===== src/rtl/nppl_pkg.sv =====
// Shared types, codes and constants for the Newell polygon plane block.
package nppl_pkg;

	typedef struct packed {
		logic signed [15:0] point_x;
		logic signed [15:0] point_y;
		logic signed [15:0] point_z;
		logic               last_point;
	} point_t;

	typedef struct packed {
		logic signed [15:0] normal_x;
		logic signed [15:0] normal_y;
		logic signed [15:0] normal_z;
		logic signed [15:0] center_x;
		logic signed [15:0] center_y;
		logic signed [15:0] center_z;
		logic [1:0]         status;
	} result_t;

	localparam logic [1:0] ST_OK       = 2'd0;
	localparam logic [1:0] ST_DEGEN    = 2'd1;
	localparam logic [1:0] ST_OVERFLOW = 2'd2;

	localparam int FRAC_SHIFT = 30;
	localparam int RES_W      = 15;
	localparam logic [3:0] TOP_BIT = 4'd14;

	typedef enum logic [3:0] {
		OP_NONE,
		OP_LOAD,
		OP_ACC,
		OP_CLOSE,
		OP_DIV,
		OP_CSET,
		OP_MUL_SQ,
		OP_TOTADD,
		OP_RHSSET,
		OP_MUL_TT,
		OP_MUL_TOT,
		OP_CMP,
		OP_SAVE,
		OP_FIN
	} op_t;

	typedef struct packed {
		op_t        op;
		logic [1:0] idx;
		logic [3:0] bit_pos;
	} dp_cmd_t;

	typedef struct packed {
		logic mul_busy;
		logic div_busy;
		logic overflow;
		logic zero_normal;
		logic cand_big;
		logic out_busy;
	} dp_status_t;

endpackage


===== src/rtl/nppl_ctrl.sv =====
// Controller: sequences accumulation, closing edge, centroid division and normalization.
module nppl_ctrl (
	input  logic                 clk,
	input  logic                 arst_n,
	input  logic                 in_valid,
	input  logic                 in_last,
	output logic                 in_ready,
	input  nppl_pkg::dp_status_t status,
	output nppl_pkg::dp_cmd_t    cmd
);
	import nppl_pkg::*;

	typedef enum logic [3:0] {
		S_IDLE,
		S_ACC,
		S_CLOSE,
		S_CACC,
		S_DIV_GO,
		S_DIV_WAIT,
		S_SQ_GO,
		S_SQ_WAIT,
		S_RHS_GO,
		S_RHS_WAIT,
		S_BIT,
		S_TT_WAIT,
		S_TOT_WAIT,
		S_SAVE,
		S_FIN
	} state_t;

	state_t     state_q;
	logic [1:0] idx_q;
	logic [3:0] bit_q;
	logic       last_q;

	assign in_ready = (state_q == S_IDLE);

	always_comb begin
		cmd.op      = OP_NONE;
		cmd.idx     = idx_q;
		cmd.bit_pos = bit_q;
		case (state_q)
			S_IDLE:     if (in_valid) cmd.op = OP_LOAD;
			S_ACC:      cmd.op = OP_ACC;
			S_CLOSE:    cmd.op = OP_CLOSE;
			S_CACC:     cmd.op = OP_ACC;
			S_DIV_GO:   cmd.op = OP_DIV;
			S_DIV_WAIT: if (!status.div_busy) cmd.op = OP_CSET;
			S_SQ_GO:    cmd.op = OP_MUL_SQ;
			S_SQ_WAIT:  if (!status.mul_busy) cmd.op = OP_TOTADD;
			S_RHS_GO:   cmd.op = OP_MUL_SQ;
			S_RHS_WAIT: if (!status.mul_busy) cmd.op = OP_RHSSET;
			S_BIT:      if (!status.cand_big) cmd.op = OP_MUL_TT;
			S_TT_WAIT:  if (!status.mul_busy) cmd.op = OP_MUL_TOT;
			S_TOT_WAIT: if (!status.mul_busy) cmd.op = OP_CMP;
			S_SAVE:     cmd.op = OP_SAVE;
			S_FIN:      if (!status.out_busy) cmd.op = OP_FIN;
			default:    cmd.op = OP_NONE;
		endcase
	end

	always_ff @(posedge clk or negedge arst_n) begin
		if (!arst_n) begin
			state_q <= S_IDLE;
			idx_q   <= '0;
			bit_q   <= '0;
			last_q  <= 1'b0;
		end else begin
			case (state_q)
				S_IDLE: begin
					if (in_valid) begin
						last_q  <= in_last;
						state_q <= S_ACC;
					end
				end
				S_ACC: state_q <= last_q ? S_CLOSE : S_IDLE;
				S_CLOSE: state_q <= S_CACC;
				S_CACC: begin
					idx_q   <= '0;
					state_q <= status.overflow ? S_FIN : S_DIV_GO;
				end
				S_DIV_GO: state_q <= S_DIV_WAIT;
				S_DIV_WAIT: begin
					if (!status.div_busy) begin
						if (idx_q == 2'd2) begin
							idx_q   <= '0;
							state_q <= status.zero_normal ? S_FIN : S_SQ_GO;
						end else begin
							idx_q   <= idx_q + 1'b1;
							state_q <= S_DIV_GO;
						end
					end
				end
				S_SQ_GO: state_q <= S_SQ_WAIT;
				S_SQ_WAIT: begin
					if (!status.mul_busy) begin
						if (idx_q == 2'd2) begin
							idx_q   <= '0;
							state_q <= S_RHS_GO;
						end else begin
							idx_q   <= idx_q + 1'b1;
							state_q <= S_SQ_GO;
						end
					end
				end
				S_RHS_GO: state_q <= S_RHS_WAIT;
				S_RHS_WAIT: begin
					if (!status.mul_busy) begin
						bit_q   <= TOP_BIT;
						state_q <= S_BIT;
					end
				end
				S_BIT: begin
					if (!status.cand_big) begin
						state_q <= S_TT_WAIT;
					end else if (bit_q == '0) begin
						state_q <= S_SAVE;
					end else begin
						bit_q <= bit_q - 1'b1;
					end
				end
				S_TT_WAIT: if (!status.mul_busy) state_q <= S_TOT_WAIT;
				S_TOT_WAIT: begin
					if (!status.mul_busy) begin
						if (bit_q == '0) begin
							state_q <= S_SAVE;
						end else begin
							bit_q   <= bit_q - 1'b1;
							state_q <= S_BIT;
						end
					end
				end
				S_SAVE: begin
					if (idx_q == 2'd2) begin
						state_q <= S_FIN;
					end else begin
						idx_q   <= idx_q + 1'b1;
						state_q <= S_RHS_GO;
					end
				end
				S_FIN: if (!status.out_busy) state_q <= S_IDLE;
				default: state_q <= S_IDLE;
			endcase
		end
	end

endmodule


===== config.mk =====
export PLATFORM = sky130hd
export DESIGN_NAME = nppl_ctrl
export DESIGN_NICKNAME = d
export VERILOG_FILES = /design/src/rtl/nppl_pkg.sv /design/src/rtl/nppl_ctrl.sv
export SDC_FILE = /design/constraint.sdc
export NUM_CORES = 1
export LEC_CHECK = 0
export BUFFER_PORTS_ARGS = -buffer_cell sky130_fd_sc_hd__buf_2
export CAP_MARGIN = 20
export CORE_MARGIN = 2
export CORE_UTILIZATION = 40
export DETAILED_ROUTE_END_ITERATION = 16
export PLACE_DENSITY = 0.62
export SYNTH_ARGS = -nofsm -noshare
export SYNTH_HDL_FRONTEND = slang
export SYNTH_SLANG_ARGS = --single-unit

===== constraint.sdc =====
create_clock -name clk -period 2.1 [get_ports clk]
set_input_delay 0.42 -clock clk [delete_from_list [all_inputs] [get_ports clk]]
set_output_delay 0.42 -clock clk [all_outputs]
set_load 0.02 [all_outputs]

==> impl_summary.txt <==
----------------------------------------------------
[Status]
  Result of the run ... completed

[CTS]
  Clock Path Buffers ... 2
  Num CTS Buffers ... 3
  CTS root buf ... sky130_fd_sc_hd__clkbuf_4
  Source-to-sink clock delay at the later pin of the worst-skew pair ... 0.27 ns
  Clock tree from TritonCTS ... yes
  Clock slew at reported path FFs ... 0.07 ns
  H-Tree Depth ... 1
  Hold buffer count at cts ... 0
  CTS sink count ... 11

[Route]
  Vias after detailed routing ... 1,174
  Number of nets with antenna violations after routing ... 0
  Routed wire length per instance ... 15.5 um
  Via-to-Cell Ratio ... 6.15
  Drt drc ... 0
  Initial detailed-routing violation count ... 30
  Total detailed-routing wirelength ... 2960 um
  Router iterations before antenna repair ... 4

[Placement]
  Worst setup timing slack at the placement stage ... 0.192 ns
  Last weighted congestion value of the routability-driven placer ... 0.945
  Count of port buffers added during placement ... 20
  Cell Count Post-Placement ... 182
  DPL Wire Length ... 2220 um

[Critical path]
  Family with the most delay on the worst path ... flip-flops
  Startpoint type of the worst setup path ... flip-flop
  Endpoint of the worst-slack reg-to-reg timing path ... state_q[2]
  Worst path required time ... 1.68 ns
  Biggest cell delay along the critical path ... 0.43 ns
  Worst reg-to-reg path cell count ... 7
  Largest fanout on the critical path ... 7
  Launch point of the critical path ... state_q[1]
  Cells along the critical path ... mux2_2, o32ai_2, a22o_1, buf_2
  Combined buffer and inverter count along the critical path ... 1
  Number of logic stages on the critical path including buffering ... 4
  Critical path start-end classification ... reg2out
  End point of the critical path ... cmd[6]
  Arrival time of the worst setup path ... 1.63 ns
  Worst reg2reg setup slack ... 0.17 ns
  Slowest library cell on the worst path ... sky130_fd_sc_hd__dfrtp_2
  Reg2Reg Launch Point ... bit_q[0]
  Critical Path End Type ... output pin

[Synthesis]
  Yosys warning count ... 0
  Top cells by area in the synthesized netlist ... sky130_fd_sc_hd__dfrtp_1 24%, sky130_fd_sc_hd__ha_1 4.4%, sky130_fd_sc_hd__nor2_1 4.0%, sky130_fd_sc_hd__a21oi_1 3.1%, sky130_fd_sc_hd__inv_1 3.0%
  Biggest area consumer among synthesized cells ... sky130_fd_sc_hd__dfrtp_1
  Mapped Cells ... 134
  Fraction of registers with async set or reset after synthesis ... 100%
  Sequential-to-total area share from yosys stat ... 24.3%
  Cell area after synthesis ... 1130 sq um
  Dominant register cell in the synthesized netlist ... sky130_fd_sc_hd__dfrtp_1
  Top cell type's share of synthesized area ... 24.3%
  Post-synthesis area per instance ... 8.45 sq um
  Flip-flop and latch count after synthesis ... 11
  Number of enable flip-flop cells after synthesis ... 0
  Post-synthesis net count ... 148
  Number of distinct standard cells referenced by the synthesized netlist ... 54

[STA]
  Final clock period utilization by the worst path ... 97.6%
  Crit path time final ... 2.05 ns
  Final Setup Violations ... 0
  Final-layout setup total negative slack ... 0 ns
  Max Fclk ... 488 MHz
  Final Skew ... 0.00428 ns
  Headroom to the max-slew limit ... 62.4%
  Pins Over Slew Limit ... 0
  Setup WS post-layout ... 0.0507 ns
  Hold Violations, Final ... 0
  Slew at the pin closest to its max-slew limit ... 0.559 ns
  Unrepaired setup endpoints after global routing ... true

[Global routing]
  Largest net degree at the start of global routing ... 14
  Wire length of the first global-routing pass ... 4700 um
  Gr usage total ... 18.0%
  Number of global-route vias before repair ... 1,045
  Number of antenna violations at the first check in global routing ... 0
  Total global routing overflow ... 0

[Floorplanning]
  Die Y-Extent ... 57.2 um
  Core area ... 2730 sq um
  Initial standard-cell utilization of the core ... 41.4%
  Cell row count ... 19
  Die Wd ... 57.2 um
  Total I/O pin count ... 21
  Die area ... 3270 sq um

[Power and ir drop]
  Leakage ... 0.588 nW
  Power per cell area ... 1690 nW/um^2
  Power after layout ... 2.27 mW
  Worst voltage drop across the vdd grid ... 0.735 mV

[Finish]
  Final layout net count ... 175
  FF+latch area ... 280 sq um
  Share of layout cells above drive strength 1 ... 34.4%
  Area of the multi-input gates ... 756 sq um
  Fill cell instance count of the final layout ... 280
  Utilization after layout ... 49.0%
  Final cell count without fillers ... 191
  Antenna diodes ... 0
  Layout-stage area growth over the synthesis result ... 18.3%

[Flow run]
  MaxCap Viol Count ... 0

[Hold path]
  Worst min-delay path category ... in2async

----------------------------------------------------
==> logic make-up after synthesis <==
| logic type | synth area share, % |
|---|---|
| multiplexers | 2.87 |
| buffers and inverters | 9.61 |
| flip-flops | 24.3 |
| AND/OR/NAND/NOR | 26.0 |
| AO/OA/AOI/OAI | 31.3 |
| XOR/XNOR | 1.55 |
| adder cells (fa/ha/maj) | 4.42 |
==> layout make-up <==
type	count	area share, %
clock buffers	4	1.96
flip-flops and latches	11	20.9
inverters	9	2.52
repair buffers	34	15.3
well taps	31	2.89
multi-input cells	102	56.4
==> layer usage <==
layer	part of all wire, %	GRT usage [%]	up-vias
met2	49	30.2	51
li1	-	-	561
met5	0	0	-
met3	9.1	5.90	0
met1	42	23.1	562
met4	0	2.99	0
==> registers in the layout (all words and copies together) (netlist names) <==
| signal | cells |
|---|---|
| idx_q | 2 |
| last_q | 1 |
| state_q | 4 |
| bit_q | 4 |
==> Yosys cell counts (all sizes together), types with 2 or more instances <==
master,instances
nor2,12
dfrtp,11
a21oi,9
buf,9
inv,9
nand2,9
nand2b,5
o21ai,5
ha,4
nor3,4
nor4,4
a21o,3
a22o,3
clkbuf,3
nand3,3
a31oi,2
a41o,2
mux2,2
nand4,2
nor2b,2
o211ai,2
o22ai,2
o2bb2ai,2
o32ai,2
==> stage by stage <==
step,hold WS [ns],cell area [sq um]
after global routing,0.0122,1340
after floorplan,0.124,1130
after global placement,0.306,1260
final,0.00838,1340
after detailed placement,0.305,1260
after CTS,0.0103,1310
==> worst min-delay path by stage <==
stage / depth (start not counted) / end / slack, ns
finish: 1 / bit_q[1] / 0.008
global route: 1 / bit_q[1] / 0.01
CTS: 1 / bit_q[1] / 0.01
detailed placement: 1 / bit_q[1] / 0.31
global placement: 1 / bit_q[1] / 0.31
floorplan: 0 / bit_q[0] / 0.12
==> where the power goes <==
group	internal (mW)	leakage (nW)	total (mW)	switching, mW
clock network	0.0736	0.0150	0.144	0.0704
registers	0.319	0.125	0.468	0.149
logic	0.724	0.448	1.65	0.929
==> cell usage in the layout, fill, tap and decap left out, types with 2 or more instances in the layout <==
cell type                   netlist  routed
sky130_fd_sc_hd__a21o_1           3       3
sky130_fd_sc_hd__a21oi_1          7       7
sky130_fd_sc_hd__a21oi_2          2       2
sky130_fd_sc_hd__a22o_1           3       3
sky130_fd_sc_hd__a31oi_1          2       2
sky130_fd_sc_hd__a41o_1           2       2
sky130_fd_sc_hd__buf_2            6      20
sky130_fd_sc_hd__buf_4            0      14
sky130_fd_sc_hd__clkbuf_4         0       3
sky130_fd_sc_hd__dfrtp_1         11       7
sky130_fd_sc_hd__dfrtp_2          0       4
sky130_fd_sc_hd__ha_1             4       4
sky130_fd_sc_hd__inv_1            9       8
sky130_fd_sc_hd__mux2_2           2       2
sky130_fd_sc_hd__nand2_1          9       9
sky130_fd_sc_hd__nand2b_1         5       5
sky130_fd_sc_hd__nand3_1          3       3
sky130_fd_sc_hd__nand4_1          2       2
sky130_fd_sc_hd__nor2_1          12      12
sky130_fd_sc_hd__nor2b_1          2       2
sky130_fd_sc_hd__nor3_1           3       3
sky130_fd_sc_hd__nor4_1           3       3
sky130_fd_sc_hd__o211ai_1         2       2
sky130_fd_sc_hd__o21ai_0          2       2
sky130_fd_sc_hd__o21ai_1          2       2
sky130_fd_sc_hd__o22ai_1          2       2
sky130_fd_sc_hd__o2bb2ai_1        2       2
sky130_fd_sc_hd__o32ai_2          1       2
==> what timing repair did <==
action / CTS / global route
setup buffers: 2 / 3
resized for setup: 4 / 2
setup endpoints to repair: 4 / 5
pin swaps: 0 / 1
(Power assumes the default switching activity.)
